$ cat src/hdl/ltwd_pkg.sv
// Shared types and constants for the line-to-wire distance block.
package ltwd_pkg;

  // Fraction bits of every fixed-point field
  localparam int FracBits = 16;

  // Width of the squared numerator and of the denominator handed to the root unit
  localparam int XW = 198;
  localparam int YW = 130;

  // Result width and the number of root steps, one per result bit
  localparam int RW = 32;

  // Distance reported for a zero particle direction: 99.0
  localparam logic [RW-1:0] ZeroDist = RW'(99) << FracBits;

  // Depth of the queue between the front and the root unit
  localparam int QDepth = 4;
  localparam int QAw    = $clog2(QDepth);

  // One input transaction
  typedef struct packed {
    logic signed [31:0] part_x;
    logic signed [31:0] part_y;
    logic signed [31:0] part_z;
    logic signed [31:0] pdir_x;
    logic signed [31:0] pdir_y;
    logic signed [31:0] pdir_z;
    logic signed [31:0] wire_x;
    logic signed [31:0] wire_y;
    logic signed [31:0] wire_z;
    logic signed [31:0] wdir_x;
    logic signed [31:0] wdir_y;
    logic signed [31:0] wdir_z;
  } in_t;

  // Work item: distance is floor(sqrt(x / y))
  typedef struct packed {
    logic [XW-1:0] x;
    logic [YW-1:0] y;
    logic          zero;
    logic          par;
  } wk_t;

endpackage

$ cat src/hdl/ltwd_fifo.sv
// Small register queue between the front pipeline and the root unit.
module ltwd_fifo (
  input  logic          clk_i,
  input  logic          rst_ni,
  input  logic          in_valid_i,
  output logic          in_ready_o,
  input  ltwd_pkg::wk_t in_item_i,
  output logic          out_valid_o,
  input  logic          out_ready_i,
  output ltwd_pkg::wk_t out_item_o
);
  import ltwd_pkg::*;

  wk_t            mem_q [QDepth];
  logic [QAw-1:0] wptr_q, rptr_q;
  logic [QAw:0]   cnt_q;
  logic           wr, rd;

  assign in_ready_o  = (cnt_q != (QAw+1)'(QDepth));
  assign out_valid_o = (cnt_q != '0);
  assign out_item_o  = mem_q[rptr_q];
  assign wr          = in_valid_i && in_ready_o;
  assign rd          = out_ready_i && out_valid_o;

  // Pointers and fill count
  always_ff @(posedge clk_i or negedge rst_ni) begin
    if (!rst_ni) begin
      wptr_q <= '0;
      rptr_q <= '0;
      cnt_q  <= '0;
    end else begin
      if (wr) begin
        wptr_q <= wptr_q + 1'b1;
      end
      if (rd) begin
        rptr_q <= rptr_q + 1'b1;
      end
      if (wr && !rd) begin
        cnt_q <= cnt_q + 1'b1;
      end else if (rd && !wr) begin
        cnt_q <= cnt_q - 1'b1;
      end
    end
  end

  // Storage
  always_ff @(posedge clk_i) begin
    if (wr) begin
      mem_q[wptr_q] <= in_item_i;
    end
  end

endmodule

$ cat config.mk
export PLATFORM = sky130hd
export DESIGN_NAME = ltwd_fifo
export DESIGN_NICKNAME = d
export VERILOG_FILES = /design/src/hdl/ltwd_pkg.sv /design/src/hdl/ltwd_fifo.sv
export SDC_FILE = /design/constraint.sdc
export NUM_CORES = 1
export LEC_CHECK = 0
export BUFFER_PORTS_ARGS = -buffer_cell sky130_fd_sc_hd__buf_2
export CORE_MARGIN = 5
export CORE_UTILIZATION = 40
export DETAILED_ROUTE_END_ITERATION = 8
export MAX_ROUTING_LAYER = met4
export PLACE_DENSITY = 0.69
export SLEW_MARGIN = 20
export SYNTH_ARGS = -nofsm -noshare
export SYNTH_HDL_FRONTEND = slang
export SYNTH_SLANG_ARGS = --single-unit
$ cat constraint.sdc
create_clock -name clk_i -period 10.2 [get_ports clk_i]
set_input_delay 0.51 -clock clk_i [delete_from_list [all_inputs] [get_ports clk_i]]
set_output_delay 0.51 -clock clk_i [all_outputs]
set_load 0.01 [all_outputs]
Word-level counts from Yosys, hierarchy flattened
Memories as Yosys holds them, arrays and structs flattened. Cells that the tools add are included.

Add/sub/neg operators: 4. Eq/ne operators: 1. Muxes and demuxes: 4. Reduce and logical (&&, ||, !) cells: 8.

Operator list (number): 3-bit two-way mux (2); 2-bit by 1-bit adder with 2-bit output (second input constant) (2); 1-bit logical AND (4); 3-bit by 1-bit adder with 3-bit output (second input constant) (1); 3-bit != test (second input constant) (1); 3-bit nonzero test (1); 3-bit by 1-bit subtractor with 3-bit output (second input constant) (1); 1-bit zero test (2); 1-bit two-way mux (2); 2-bit nonzero test (1).

Bits in registers: 7. RAM bits: 1320. Bits of input ports: 334. Output and inout port bits: 332. Logic and storage cells: 21. Memories: 1.

Memory list: mem_q (depth 4, width 330, rd ports 1, clocked after memory_dff 0, wr ports 1, RTL line ltwd_fifo.sv:14) `wk_t mem_q [QDepth];`.

Depth between registers and ports, before layout
Gate-level depths: netlist of run 1.

Depth after elaboration: 6. Depth in mapped cells: 8. Depth with buffers taken out: 8.

Least setup slack after synthesis of run 1
OpenSTA, ideal clock, no wires.

Kind: input to register. From: input port in_valid_i. To: memory mem_q[0][0] (netlist bit), enable pin. Setup time: 734 ps. Arrival: 8289 ps. Data required time: 9466 ps. Path slack: 1177 ps. Stages on the path: 2. Buffers on the path: 0. Path through: a21boi_2 -> and2_1.

Longest elaborated chain between the ends: 3.

Ends and longest elaborated chain: from (decl) (RTL line ltwd_fifo.sv:5) `input logic in_valid_i,`; 1-bit logical AND (RTL line ltwd_fifo.sv:22) `assign wr = in_valid_i && in_ready_o;`; 1-bit two-way mux (RTL line ltwd_fifo.sv:48) `if (wr) begin`; 1-bit two-way mux (not written as such) (RTL line ltwd_fifo.sv:49) `mem_q[wptr_q] <= in_item_i;`; to (decl) (RTL line ltwd_fifo.sv:14).

No other way between the ends.

==> results_tabular.tex, run 1 <==
\begin{tabular}{lr}
\hline
Metric & Value \\
\hline
\multicolumn{2}{l}{\textbf{Run status}} \\
\quad Run status & complete, no violations \\
\multicolumn{2}{l}{\textbf{Yosys}} \\
\quad Synth warnings & 0 \\
\quad Count of unique library cells instantiated by Yosys & 18 \\
\quad Number of register bits inferred by synthesis & 1327 \\
\quad Synth area leaders & sky130\_fd\_sc\_hd\_\_edfxtp\_1 83\%, sky130\_fd\_sc\_hd\_\_mux4\_2 15\%, sky130\_fd\_sc\_hd\_\_buf\_6 0.75\% \\
\quad Sequential-to-total area share from yosys stat & 0.829 \\
\quad Syn Nets & 2099 \\
\quad Post-Syn Area & 0.0480 mm\^{}2 \\
\quad Library cell with the largest summed area after synthesis & sky130\_fd\_sc\_hd\_\_edfxtp\_1 \\
\quad Yosys top cell area share & 0.825 \\
\quad Mean Syn Cell Area & 27.3 um\^{}2 \\
\quad Synthesized instance count & 1759 \\
\multicolumn{2}{l}{\textbf{Global routing}} \\
\quad Wire length of the first global-routing pass & 154000 um \\
\quad Overflow left after global routing & 0 \\
\quad Antenna violations before repair & 17 \\
\quad Global Route Usage Sum & 0.166 \\
\quad Via count of the first global-routing pass & 24691 \\
\quad Largest net degree at the start of global routing & 147 \\
\multicolumn{2}{l}{\textbf{STA}} \\
\quad Final sum of negative setup slack & 0 ns \\
\quad RSZ-0062 raised after global routing & no \\
\quad Final Max Tran Viols & 0 \\
\quad Layout Skew & 0.0296 ns \\
\quad Least-Margin Pin Slew & 1.22 ns \\
\quad Slew Limit Headroom & 0.185 \\
\quad Final-report hold violation count & 0 \\
\quad Final setup viols & 0 \\
\quad Minimum clock period & 4.82 ns \\
\quad Share of the cycle needed by the critical path after routing & 0.473 \\
\quad Final worst setup slack & 5.38 ns \\
\quad Timing-limited maximum frequency & 207 MHz \\
\multicolumn{2}{l}{\textbf{Route}} \\
\quad Routed WL per cell & 22.5 um \\
\quad Violation count after the first detailed-route iteration & 1855 \\
\quad Antenna-violating nets left & 0 \\
\quad Average vias per placed instance & 5.00 \\
\quad Number of vias after detailed routing & 22848 \\
\quad TritonRoute pass-1 iters & 5 \\
\quad Detailed-route wire length & 103000 um \\
\quad DRC violation count after routing & 0 \\
\multicolumn{2}{l}{\textbf{Final layout}} \\
\quad Final \#Nets & 3182 \\
\quad Filler cell count in the final layout & 9089 \\
\quad Commonest non-fill, non-tap cell in the layout & sky130\_fd\_sc\_hd\_\_edfxtp\_1 \\
\quad Fraction of layout instances using a drive strength above 1 & 0.412 \\
\quad Area added between synthesis and finish & 26.7\% \\
\quad Top library cells by usage in the layout, fill and taps aside & 1320 x sky130\_fd\_sc\_hd\_\_edfxtp\_1, 665 x sky130\_fd\_sc\_hd\_\_buf\_2, 332 x sky130\_fd\_sc\_hd\_\_dlygate4sd3\_1 \\
\multicolumn{2}{l}{\textbf{Clock network}} \\
\quad CTS tree & built \\
\quad Maximum root-to-sink buffer count & 3 \\
\quad Clock-pin slew on the worst setup and hold paths & 0.06 ns \\
\quad Inserted Clock Buffers & 136 \\
\quad Number of levels in the clock H-tree & 4 \\
\quad Total clock sinks & 1327 \\
\quad Number of buffers inserted to repair setup after CTS & 0 \\
\quad Resized Gates After CTS & 0 \\
\quad Clock latency of the later-clocked register in the worst-skew pair & 0.77 ns \\
\quad Clk root buf & sky130\_fd\_sc\_hd\_\_clkbuf\_16 \\
\quad CTS hold repair buffers & 332 \\
\multicolumn{2}{l}{\textbf{Power}} \\
\quad Total net switching power & 5130 uW \\
\quad Logic gate share of total power & 0.287 \\
\quad Worst-case vdd ir drop & 0.224 mV \\
\quad Clock Power Share & 0.277 \\
\quad Portion of total power attributed to sequential cells & 0.435 \\
\quad Leak pwr & 0.0206 uW \\
\quad Areal power density over the cells & 284 mW/mm\^{}2 \\
\quad Pint & 12100 uW \\
\quad Proportion of total power due to net switching & 0.297 \\
\multicolumn{2}{l}{\textbf{Worst setup path}} \\
\quad Worst setup SP type & flip-flop \\
\quad R2R Setup Slk & 6.57 ns \\
\quad Critical path capture point type & output pin \\
\quad Crit-path max FO & 73 \\
\quad Worst Path Class, Setup & reg2out \\
\quad Data arrival, critical path & 4.31 ns \\
\quad Critical path data required time & 9.69 ns \\
\multicolumn{2}{l}{\textbf{Floorplan}} \\
\quad Die boundary height & 357 um \\
\quad IO Pins & 666 \\
\quad Number of cell rows & 127 \\
\quad Total Die Area & 0.127 mm\^{}2 \\
\quad Initial core utilization & 0.401 \\
\quad Die width & 357 um \\
\quad Std-Cell Core Area & 0.120 mm\^{}2 \\
\multicolumn{2}{l}{\textbf{Flow run}} \\
\quad Number of max-cap violations & 0 \\
\multicolumn{2}{l}{\textbf{Place}} \\
\quad Worst setup slack after placement & 6.21 ns \\
\quad Final estimated routing congestion in global placement & 0.794 \\
\quad Port bufs & 665 \\
\quad HPWL after detailed placement & 62500 um \\
\multicolumn{2}{l}{\textbf{Min path}} \\
\quad Worst min-delay path category & in2async \\
\hline
\end{tabular}
[worst max-delay path: stages (launching register included)]
cell and delay (ns):
sky130_fd_sc_hd__dfrtp_4 1.12, sky130_fd_sc_hd__buf_4 0.69, sky130_fd_sc_hd__buf_4 0.89, sky130_fd_sc_hd__mux4_2 0.45
sky130_fd_sc_hd__buf_2 0.16
[layer usage]
layer | share of wire | track usage | vias to the layer above
li1 | - | - | 9882
met1 | 0.38 | 0.197 | 11910
met2 | 0.51 | 0.269 | 881
met3 | 0.088 | 0.0540 | 175
met4 | 0.027 | 0.0544 | 0
met5 | 0 | - | -
[cell type report]
| cell class | instances | area [um^2] | area share |
|---|---|---|---|
| well taps | 1612 | 2020 | 0.0331 |
| repair buffers | 1019 | 6940 | 0.114 |
| diodes | 18 | 45.0 | 0.000740 |
| clock inverters | 77 | 867 | 0.0142 |
| flip-flops and latches | 1327 | 39800 | 0.654 |
| inverters | 3 | 11.3 | 0.000185 |
| clock buffers | 158 | 3490 | 0.0573 |
| multi-input cells | 355 | 7660 | 0.126 |
[state kept, by name, indices dropped and copies added (netlist names)]
register  flops
mem_q      1320
cnt_q         3
wptr_q        2
rptr_q        2
[metrics by stage]
stage / instances / cell area, um^2 / total power (uW) / hold WS (ns) / utilization
2_1_floorplan: 1759 / 48000 / 11000 / 0.214 / -
3_3_place_gp: 3984 / 53100 / 12400 / 0.351 / 0.444
3_5_place_dp: 3984 / 53100 / 12600 / 0.351 / 0.444
4_1_cts: 4551 / 60800 / 17500 / 0.0105 / 0.508
5_1_grt: 4568 / 60800 / 18100 / 0.0543 / 0.509
6_report: 4569 / 60900 / 17300 / 0.0972 / 0.509
[power by group through the flow]
stage | logic (uW) | registers, uW | clock network [uW]
floorplan | 3180 | 7860 | 0
global placement | 4900 | 7550 | 0
detailed placement | 4940 | 7630 | 0
CTS | 5070 | 7520 | 4900
global route | 5310 | 7590 | 5160
finish | 4960 | 7510 | 4790
[cell families after synthesis]
group | after synthesis | synth area share
DFF | 1327 | 0.829
muxes | 332 | 0.155
buffers and inverters | 77 | 0.0119
and+or+nand+nor | 10 | 0.00107
xor gates and xnor gates | 6 | 0.00109
adders and majority gates | 6 | 0.00172
AOI/OAI and AO/OA | 1 | 0.000234
[path summary, 6_finish.rpt]
| kind | end | startpoint | cells past startpoint |
|---|---|---|---|
| worst max-delay path | out_item_o[194] | rptr_q[1] | 4 |
| worst min-delay path | cnt_q[1] | rst_ni | 2 |
| worst max register to register | mem_q[1][171] | cnt_q[0] | 5 |
| worst min register to register | cnt_q[2] | cnt_q[2] | 1 |
| max in group asynchronous | rptr_q[0] | rst_ni | 2 |
| min in group clk_i | wptr_q[0] | in_valid_i | 3 |
[cells in the mapped netlist (all sizes together)]
master	count
dfrtp	7
a21boi	1
and2	4
or3	1
fa	1
nand2	2
mux2	2
ha	5
buf	67
nor2	2
edfxtp	1320
clkbuf	7
xor2	2
xnor2	4
inv	3
mux4	330
nand3	1
(Power assumes the default switching activity.)
==> inputs of run 2 (changes only) <==
clock period = 4.5 ns   (was 10.2 ns; I/O delays follow)
==> run 2 against run 1 <==
  * Core utilization rose by 0.59 points
  * Total power up 130%
  * Register-to-register slack got worse by 4.7 ns
  * Sequential share of layout area fell by 0.75 points
==> results_tabular.tex, run 2 (synthesis gave the netlist of run 1 again) <==
\begin{tabular}{lr}
\hline
Metric & Value \\
\hline
\multicolumn{2}{l}{\textbf{Clock network}} \\
\quad Clk root buf & sky130\_fd\_sc\_hd\_\_clkbuf\_16 \\
\quad Resized Gates After CTS & 0 (unchanged) \\
\quad Maximum root-to-sink buffer count & 3 (unchanged) \\
\quad CTS tree & built \\
\quad Number of levels in the clock H-tree & 4 (unchanged) \\
\quad Inserted Clock Buffers & 132 (-2.9\%) \\
\quad Clock latency of the later-clocked register in the worst-skew pair & 0.75 ns (-0.02 ns) \\
\quad CTS hold repair buffers & 334 (+0.60\%) \\
\quad Clock-pin slew on the worst setup and hold paths & 0.06 ns (about the same) \\
\quad Number of buffers inserted to repair setup after CTS & 0 (unchanged) \\
\quad Total clock sinks & 1327 (unchanged) \\
\multicolumn{2}{l}{\textbf{Worst setup path}} \\
\quad Crit-path max FO & 42 (-42\%) \\
\quad Critical path data required time & 4.28 ns (-5.41 ns) \\
\quad Worst Path Class, Setup & reg2out \\
\quad Data arrival, critical path & 3.09 ns (-1.22 ns) \\
\quad R2R Setup Slk & 1.87 ns (-4.70 ns) \\
\quad Worst setup SP type & flip-flop \\
\quad Critical path capture point type & output pin \\
\multicolumn{2}{l}{\textbf{Global routing}} \\
\quad Largest net degree at the start of global routing & 85 (-42\%) \\
\quad Global Route Usage Sum & 0.174 (+0.00848) \\
\quad Antenna violations before repair & 21 (+4) \\
\quad Via count of the first global-routing pass & 25494 (+3.3\%) \\
\quad Wire length of the first global-routing pass & 160000 um (+4.0\%) \\
\quad Overflow left after global routing & 0 (unchanged) \\
\multicolumn{2}{l}{\textbf{Final layout}} \\
\quad Largest registers in the final layout & mem\_q (1320), cnt\_q (3) \\
\quad Fraction of layout instances using a drive strength above 1 & 0.426 (+0.0137) \\
\quad Final \#Nets & 3265 (+2.6\%) \\
\quad Largest register by flop count & mem\_q \\
\quad Commonest non-fill, non-tap cell in the layout & sky130\_fd\_sc\_hd\_\_edfxtp\_1 \\
\quad Area added between synthesis and finish & 28.1\% \\
\quad Number of flip-flops in the largest register & 1320 (unchanged) \\
\quad Filler cell count in the final layout & 9077 (-0.13\%) \\
\quad Top library cells by usage in the layout, fill and taps aside & 1320 x sky130\_fd\_sc\_hd\_\_edfxtp\_1, 665 x sky130\_fd\_sc\_hd\_\_buf\_2, 334 x sky130\_fd\_sc\_hd\_\_dlygate4sd3\_1 \\
\multicolumn{2}{l}{\textbf{Floorplan}} \\
\quad Die width & 357 um (unchanged) \\
\quad Std-Cell Core Area & 0.120 mm\^{}2 (unchanged) \\
\quad Initial core utilization & 0.401 (unchanged) \\
\quad Die boundary height & 357 um (unchanged) \\
\quad IO Pins & 666 (unchanged) \\
\quad Total Die Area & 0.127 mm\^{}2 (unchanged) \\
\quad Number of cell rows & 127 (unchanged) \\
\multicolumn{2}{l}{\textbf{Power}} \\
\quad Total power & 39500 uW (+130\%) \\
\quad Leak pwr & 0.0211 uW (+2.1\%) \\
\quad Worst-case vdd ir drop & 0.490 mV (+120\%) \\
\quad Areal power density over the cells & 642 mW/mm\^{}2 (+130\%) \\
\multicolumn{2}{l}{\textbf{Min path}} \\
\quad Worst min-delay path category & in2reg \\
\multicolumn{2}{l}{\textbf{Route}} \\
\quad Antenna-violating nets left & 0 (unchanged) \\
\quad Post-route met1 wirelength & 40200 um (+3.8\%) \\
\quad Violation count after the first detailed-route iteration & 1878 (+1.2\%) \\
\quad Number of vias after detailed routing & 23419 (+2.5\%) \\
\quad Wire length on met2 & 54200 um (+3.4\%) \\
\quad TritonRoute pass-1 iters & 7 (+2) \\
\quad Detailed-route wire length & 108000 um (+4.9\%) \\
\quad Highest layer used for signal routing & met4 \\
\quad DRC violation count after routing & 0 (unchanged) \\
\quad Met3 WL post-DR & 10300 um (+13\%) \\
\quad Average vias per placed instance & 5.02 (+0.43\%) \\
\quad Routed WL per cell & 23.2 um (+2.8\%) \\
\multicolumn{2}{l}{\textbf{Run status}} \\
\quad Run status & complete, no violations \\
\multicolumn{2}{l}{\textbf{STA}} \\
\quad Final-report hold violation count & 0 (unchanged) \\
\quad Final sum of negative setup slack & 0 ns (unchanged) \\
\quad RSZ-0062 raised after global routing & no \\
\quad Share of the cycle needed by the critical path after routing & 0.737 \\
\quad Layout Skew & 0.0191 ns (-0.0105 ns) \\
\quad Minimum clock period & 3.32 ns \\
\quad Timing-limited maximum frequency & 302 MHz \\
\quad Least-Margin Pin Slew & 1.01 ns (-0.212 ns) \\
\quad Final Max Tran Viols & 0 (unchanged) \\
\quad Slew Limit Headroom & 0.326 (+0.141) \\
\quad Final setup viols & 0 (unchanged) \\
\multicolumn{2}{l}{\textbf{Place}} \\
\quad Final estimated routing congestion in global placement & 0.824 (+3.7\%) \\
\quad Port bufs & 665 (unchanged) \\
\quad HPWL after detailed placement & 68800 um (+10\%) \\
\multicolumn{2}{l}{\textbf{Flow run}} \\
\quad Number of max-cap violations & 0 (unchanged) \\
\hline
\end{tabular}
## run 2: cell types whose count changed in the layout (fill, tap and decap cells not counted), sizes merged
cell | previous run | this run
dlygate4sd3 | 332 | 334
buf | 687 | 772
clkinv | 55 | 54
diode | 18 | 21
clkbuf | 158 | 160
clkinvlp | 4 | 7
## run 2: worst paths after layout
kind                       cells after the start           start               to
max in group asynchronous                      3          rst_ni        rptr_q[1]
setup reg to reg                               4        cnt_q[0]    mem_q[1][249]
min in group asynchronous                      3          rst_ni        wptr_q[1]
setup / recovery                               3       rptr_q[0]  out_item_o[157]
hold reg to reg                                1        cnt_q[2]         cnt_q[2]
hold / removal                                 2  in_item_i[325]    mem_q[1][325]
## run 2: cell type report
class                      instances  area, um^2  area share
timing repair buffer            1106        7760       0.126
inverter                           3        11.3    0.000183
clock inverter                    79         787      0.0128
antenna                           21        52.6    0.000854
sequential                      1327       39800       0.647
clock buffer                     160        3450      0.0561
multi-input combinational        355        7660       0.124
tap                             1612        2020      0.0328
## run 2: report_power, final
part           total (uW)  internal [uW]  switching (uW)
sequential          17000          16300             737
combinational       11800           5350            6490
clock               10700           6110            4570
## run 2: routing by layer
layer  vias to the layer above  track usage
met3                       198       0.0571
met1                     12135        0.209
met4                         0       0.0598
li1                      10065            -
met2                      1021        0.279
met5                         -            -
## run 2: critical path, cell delays in order, from the launching register on
cell	delay, ns
sky130_fd_sc_hd__dfrtp_4	1.04
sky130_fd_sc_hd__buf_12	0.39
sky130_fd_sc_hd__mux4_2	0.60
sky130_fd_sc_hd__buf_2	0.17
## run 2: metrics by stage
stage | area, um^2 | setup slack [ns] | utilization | hold slack (ns) | cells
final | 61600 | 1.18 | 0.514 | 0.222 | 4663
after global routing | 61600 | 0.958 | 0.514 | 0.170 | 4662
after CTS | 61500 | 1.04 | 0.514 | 0.137 | 4642
after detailed placement | 53900 | 1.84 | 0.451 | 0.0697 | 4069
after global placement | 53900 | 1.85 | 0.450 | 0.0668 | 4068
after floorplan | 48000 | -0.769 | - | -0.0706 | 1759
==> inputs of run 3 (changes only) <==
ABC_AREA = 1   (was not set)
PLACE_DENSITY = 0.71   (was 0.69)
clock period = 3 ns   (was 4.5 ns; I/O delays follow)
==> run 3 against run 2 <==
  * Worst hold slack lost 0.092 ns
  * Global-route usage up 0.94 points
  * Area after synthesis increased by 8.9%
  * Total power rose by 61%
  * Non-clock buffer count is 19 lower
  * Die area up 8.6%
  * Core utilization decreased by 0.77 points
  * Combinational power increased by 87%
  * Largest cell class unchanged
==> results_tabular.tex, run 3 <==
\begin{tabular}{lr}
\hline
Metric & Value \\
\hline
\multicolumn{2}{l}{\textbf{Worst setup path}} \\
\quad Crit-path max FO & 148 (+250\%) \\
\quad Worst Path Class, Setup & reg2out \\
\quad Worst stage delay on the critical path & 0.54 ns (-0.50 ns) \\
\quad Kind of cell adding the most delay to the critical path & buffers and inverters \\
\quad Critical Path, Cell by Cell & buf\_12 > o211ai\_1 > nand2\_1 > buf\_2 \\
\quad Critical path capture point type & output pin \\
\quad Capture instance of the worst register-to-register path & mem\_q[0][259] \\
\quad Number of buffer and inverter instances along the worst setup path & 2 (unchanged) \\
\quad Number of cells on the worst reg-to-reg path & 5 (+1) \\
\quad Data arrival, critical path & 2.74 ns (-0.35 ns) \\
\quad Critical path data required time & 2.85 ns (-1.43 ns) \\
\quad Crit Reg-Reg Startpoint & cnt\_q[1] \\
\quad Worst setup SP type & flip-flop \\
\quad Cell with the biggest individual delay on the critical path & sky130\_fd\_sc\_hd\_\_dfrtp\_4 \\
\quad R2R Setup Slk & 0.97 ns (-0.90 ns) \\
\multicolumn{2}{l}{\textbf{Place}} \\
\quad Instance area after placement & 0.0579 mm\^{}2 (+7.5\%) \\
\quad Final estimated routing congestion in global placement & 0.809 (-1.8\%) \\
\quad Total instance count after detailed placement & 6185 (+52\%) \\
\quad HPWL after detailed placement & 77100 um (+12\%) \\
\quad Worst setup slack after placement & 0.918 ns (-0.925 ns) \\
\quad Port bufs & 665 (unchanged) \\
\multicolumn{2}{l}{\textbf{Floorplan}} \\
\quad Std-Cell Core Area & 0.130 mm\^{}2 (+8.5\%) \\
\quad IO Pins & 666 (unchanged) \\
\quad Total Die Area & 0.138 mm\^{}2 (+8.6\%) \\
\quad Die boundary height & 372 um (+4.2\%) \\
\quad Number of cell rows & 132 (+3.9\%) \\
\quad Die width & 372 um (+4.2\%) \\
\quad Initial core utilization & 0.403 (+0.00146) \\
\multicolumn{2}{l}{\textbf{Final layout}} \\
\quad Number of flip-flops in the largest register & 1320 (unchanged) \\
\quad Final \#Nets & 5259 (+61\%) \\
\quad Largest register by flop count & mem\_q \\
\quad Commonest non-fill, non-tap cell in the layout & sky130\_fd\_sc\_hd\_\_edfxtp\_1 \\
\quad Filler cell count in the final layout & 10548 (+16\%) \\
\quad Top library cells by usage in the layout, fill and taps aside & 1320 x sky130\_fd\_sc\_hd\_\_edfxtp\_1, 1006 x sky130\_fd\_sc\_hd\_\_nand2\_1, 672 x sky130\_fd\_sc\_hd\_\_inv\_1 \\
\quad Multi-input gate area & 0.00895 mm\^{}2 (+17\%) \\
\quad Area added between synthesis and finish & 25.8\% \\
\quad Fraction of layout instances using a drive strength above 1 & 0.189 (-0.237) \\
\quad Post-route design area & 0.0658 mm\^{}2 (+6.9\%) \\
\quad Largest registers in the final layout & mem\_q (1320), cnt\_q (3) \\
\quad Non-filler cells, final & 6795 (+46\%) \\
\quad Total area of sequential cells & 0.0398 mm\^{}2 (about the same) \\
\multicolumn{2}{l}{\textbf{Global routing}} \\
\quad Antenna violations before repair & 26 (+24\%) \\
\quad Via count of the first global-routing pass & 32492 (+27\%) \\
\quad Largest net degree at the start of global routing & 149 (+75\%) \\
\quad Wire length of the first global-routing pass & 189000 um (+18\%) \\
\quad Overflow left after global routing & 0 (unchanged) \\
\quad Global Route Usage Sum & 0.183 (+0.00936) \\
\multicolumn{2}{l}{\textbf{Yosys}} \\
\quad Post-Syn Area & 0.0523 mm\^{}2 (+8.9\%) \\
\quad Number of register bits inferred by synthesis & 1327 (unchanged) \\
\quad Synth area leaders & sky130\_fd\_sc\_hd\_\_edfxtp\_1 76\%, sky130\_fd\_sc\_hd\_\_o211ai\_1 9.5\%, sky130\_fd\_sc\_hd\_\_nand2\_1 7.2\% \\
\quad Yosys top cell area share & 0.758 (-0.0673) \\
\quad Syn Nets & 4249 (+100\%) \\
\quad Number of synthesized flops with an enable pin & 1320 (unchanged) \\
\quad Synth warnings & 0 (unchanged) \\
\quad Count of unique library cells instantiated by Yosys & 17 (-1) \\
\quad Cell with the most instances after synthesis & sky130\_fd\_sc\_hd\_\_edfxtp\_1 \\
\quad Post-synth top cells & 1320 x sky130\_fd\_sc\_hd\_\_edfxtp\_1, 1007 x sky130\_fd\_sc\_hd\_\_nand2\_1, 674 x sky130\_fd\_sc\_hd\_\_inv\_1, 660 x sky130\_fd\_sc\_hd\_\_o211ai\_1, 132 x sky130\_fd\_sc\_hd\_\_buf\_2 \\
\quad Synthesized instance count & 3909 (+120\%) \\
\quad Library cell with the largest summed area after synthesis & sky130\_fd\_sc\_hd\_\_edfxtp\_1 \\
\quad Sequential-to-total area share from yosys stat & 0.761 (-0.0676) \\
\quad Mean Syn Cell Area & 13.4 um\^{}2 (-51\%) \\
\quad Leading register cell type out of synthesis & sky130\_fd\_sc\_hd\_\_edfxtp\_1 \\
\quad Async S/R FF share, synth & 0.00528 (unchanged) \\
\multicolumn{2}{l}{\textbf{Power}} \\
\quad Clock Power Share & 0.261 (-0.009) \\
\quad Leak pwr & 0.0262 uW (+24\%) \\
\quad Logic gate share of total power & 0.346 (+0.047) \\
\quad Proportion of total power due to net switching & 0.357 (+0.0591) \\
\quad Worst-case vdd ir drop & 0.736 mV (+50\%) \\
\quad Areal power density over the cells & 970 mW/mm\^{}2 (+51\%) \\
\quad Portion of total power attributed to sequential cells & 0.393 (-0.038) \\
\quad Total net switching power & 22800 uW (+93\%) \\
\quad Pint & 41000 uW (+48\%) \\
\multicolumn{2}{l}{\textbf{STA}} \\
\quad Slew Limit Headroom & 0.280 (-0.0461) \\
\quad Least-Margin Pin Slew & 1.08 ns (+0.0691 ns) \\
\quad Final-report hold violation count & 0 (unchanged) \\
\quad Final worst setup slack & 0.105 ns (-1.08 ns) \\
\quad Timing-limited maximum frequency & 345 MHz \\
\quad Minimum clock period & 2.89 ns \\
\quad Hold slack & 0.130 ns (-0.0920 ns) \\
\quad RSZ-0062 raised after global routing & no \\
\quad Share of the cycle needed by the critical path after routing & 0.965 \\
\quad Layout Skew & 0.0223 ns (+0.00319 ns) \\
\quad Final setup viols & 0 (unchanged) \\
\quad Final Max Tran Viols & 0 (unchanged) \\
\multicolumn{2}{l}{\textbf{Min path}} \\
\quad Worst Min Path Start & in\_item\_i[252] \\
\quad Worst min-delay path category & in2reg \\
\quad Depth of the worst hold-timing path & 2 (unchanged) \\
\quad Worst hold endpoint & mem\_q[2][252] \\
\multicolumn{2}{l}{\textbf{Route}} \\
\quad Average vias per placed instance & 4.88 (-2.8\%) \\
\quad DRC violation count after routing & 0 (unchanged) \\
\quad Routed WL per cell & 18.6 um (-20\%) \\
\quad Violation count after the first detailed-route iteration & 2573 (+37\%) \\
\quad Antenna-violating nets left & 0 (unchanged) \\
\quad Detailed-route wire length & 127000 um (+17\%) \\
\quad Number of vias after detailed routing & 33167 (+42\%) \\
\quad TritonRoute pass-1 iters & 5 (-2) \\
\multicolumn{2}{l}{\textbf{Clock network}} \\
\quad Maximum root-to-sink buffer count & 3 (unchanged) \\
\quad Clock-pin slew on the worst setup and hold paths & 0.06 ns (about the same) \\
\quad Number of levels in the clock H-tree & 4 (unchanged) \\
\quad Number of buffers inserted to repair setup after CTS & 0 (unchanged) \\
\quad Inserted Clock Buffers & 140 (+6.1\%) \\
\quad Clk root buf & sky130\_fd\_sc\_hd\_\_clkbuf\_16 \\
\quad CTS tree & built \\
\quad Clock latency of the later-clocked register in the worst-skew pair & 0.76 ns (about the same) \\
\quad Total clock sinks & 1327 (unchanged) \\
\multicolumn{2}{l}{\textbf{Run status}} \\
\quad Run status & complete, no violations \\
\multicolumn{2}{l}{\textbf{Flow run}} \\
\quad Number of max-cap violations & 0 (unchanged) \\
\hline
\end{tabular}
[run 3: changes by cell type after synthesis, sizes merged, moves of 2 or more]
cell	change
and2	-4
buf	+79
clkbuf	+66
inv	+673
mux2	-2
mux4	-330
nand2	+1005
nand3	+6
nor2	+2
o211ai	+660
xnor2	-3
xor2	-2
[run 3: worst max path at each step]
| stage | from | end | slack, ns | cells after the start |
|---|---|---|---|---|
| finish | rptr_q[1] | out_item_o[303] | 0.11 | 4 |
| CTS | rptr_q[0] | out_item_o[172] | 0.01 | 7 |
| detailed placement | rptr_q[0] | out_item_o[172] | 0.92 | 7 |
| floorplan | cnt_q[0] | mem_q[0][0] | -2.98 | 4 |
| global placement | rptr_q[0] | out_item_o[290] | 0.96 | 7 |
| global route | rptr_q[1] | out_item_o[250] | 0.0005 | 4 |
[run 3: final cells by class]
type | count | share of cell area
tap | 1742 | 0.0331
multi-input combinational | 1687 | 0.136
clock inverter | 76 | 0.0116
inverter | 676 | 0.0389
timing repair buffer | 1087 | 0.119
sequential | 1327 | 0.605
antenna | 26 | 0.000989
clock buffer | 174 | 0.0555
[run 3: metal layers]
metal  share of wire  GRT usage  vias to the layer above
li1                -          -                    15810
met2            0.50      0.305                     1111
met4           0.034     0.0660                        0
met1            0.39      0.219                    15997
met5               0          -                        -
met3           0.071     0.0438                      249
[run 3: timing repair]
| action | 4_1_cts | 5_1_grt |
|---|---|---|
| hold buffers | 334 | 0 |
| gates resized for setup | 0 | 3 |
| setup endpoints to repair | 0 | 19 |
| hold endpoints to repair | 1376 | 0 |
[run 3: cell families (layout without fill, tap and decap cells)]
family,after synthesis,after routing,synth area share
other,0,26,0
AOI/OAI and AO/OA,661,661,0.0948
buffers and inverters,895,2013,0.0690
and+or+nand+nor,1019,1019,0.0733
adders and majority gates,6,6,0.00158
DFF,1327,1327,0.761
xor gates and xnor gates,1,1,0.000167
[run 3: metrics by stage]
step / power [uW] / util / TNS, ns
2_1_floorplan: 38700 / - / -3915.38
3_3_place_gp: 46800 / 0.446 / 0
3_5_place_dp: 47200 / 0.446 / 0
4_1_cts: 64400 / 0.506 / 0
5_1_grt: 67200 / 0.507 / 0
6_report: 63800 / 0.507 / 0
[run 3: power by group through the flow]
stage                     Clock [uW]  Sequential (uW)  Combinational [uW]
after floorplan                    0            25900               12800
after global placement             0            25300               21500
after CTS                      17000            25100               22300
final                          16700            25100               22100
after global routing           17800            25300               24000
after detailed placement           0            25400               21800
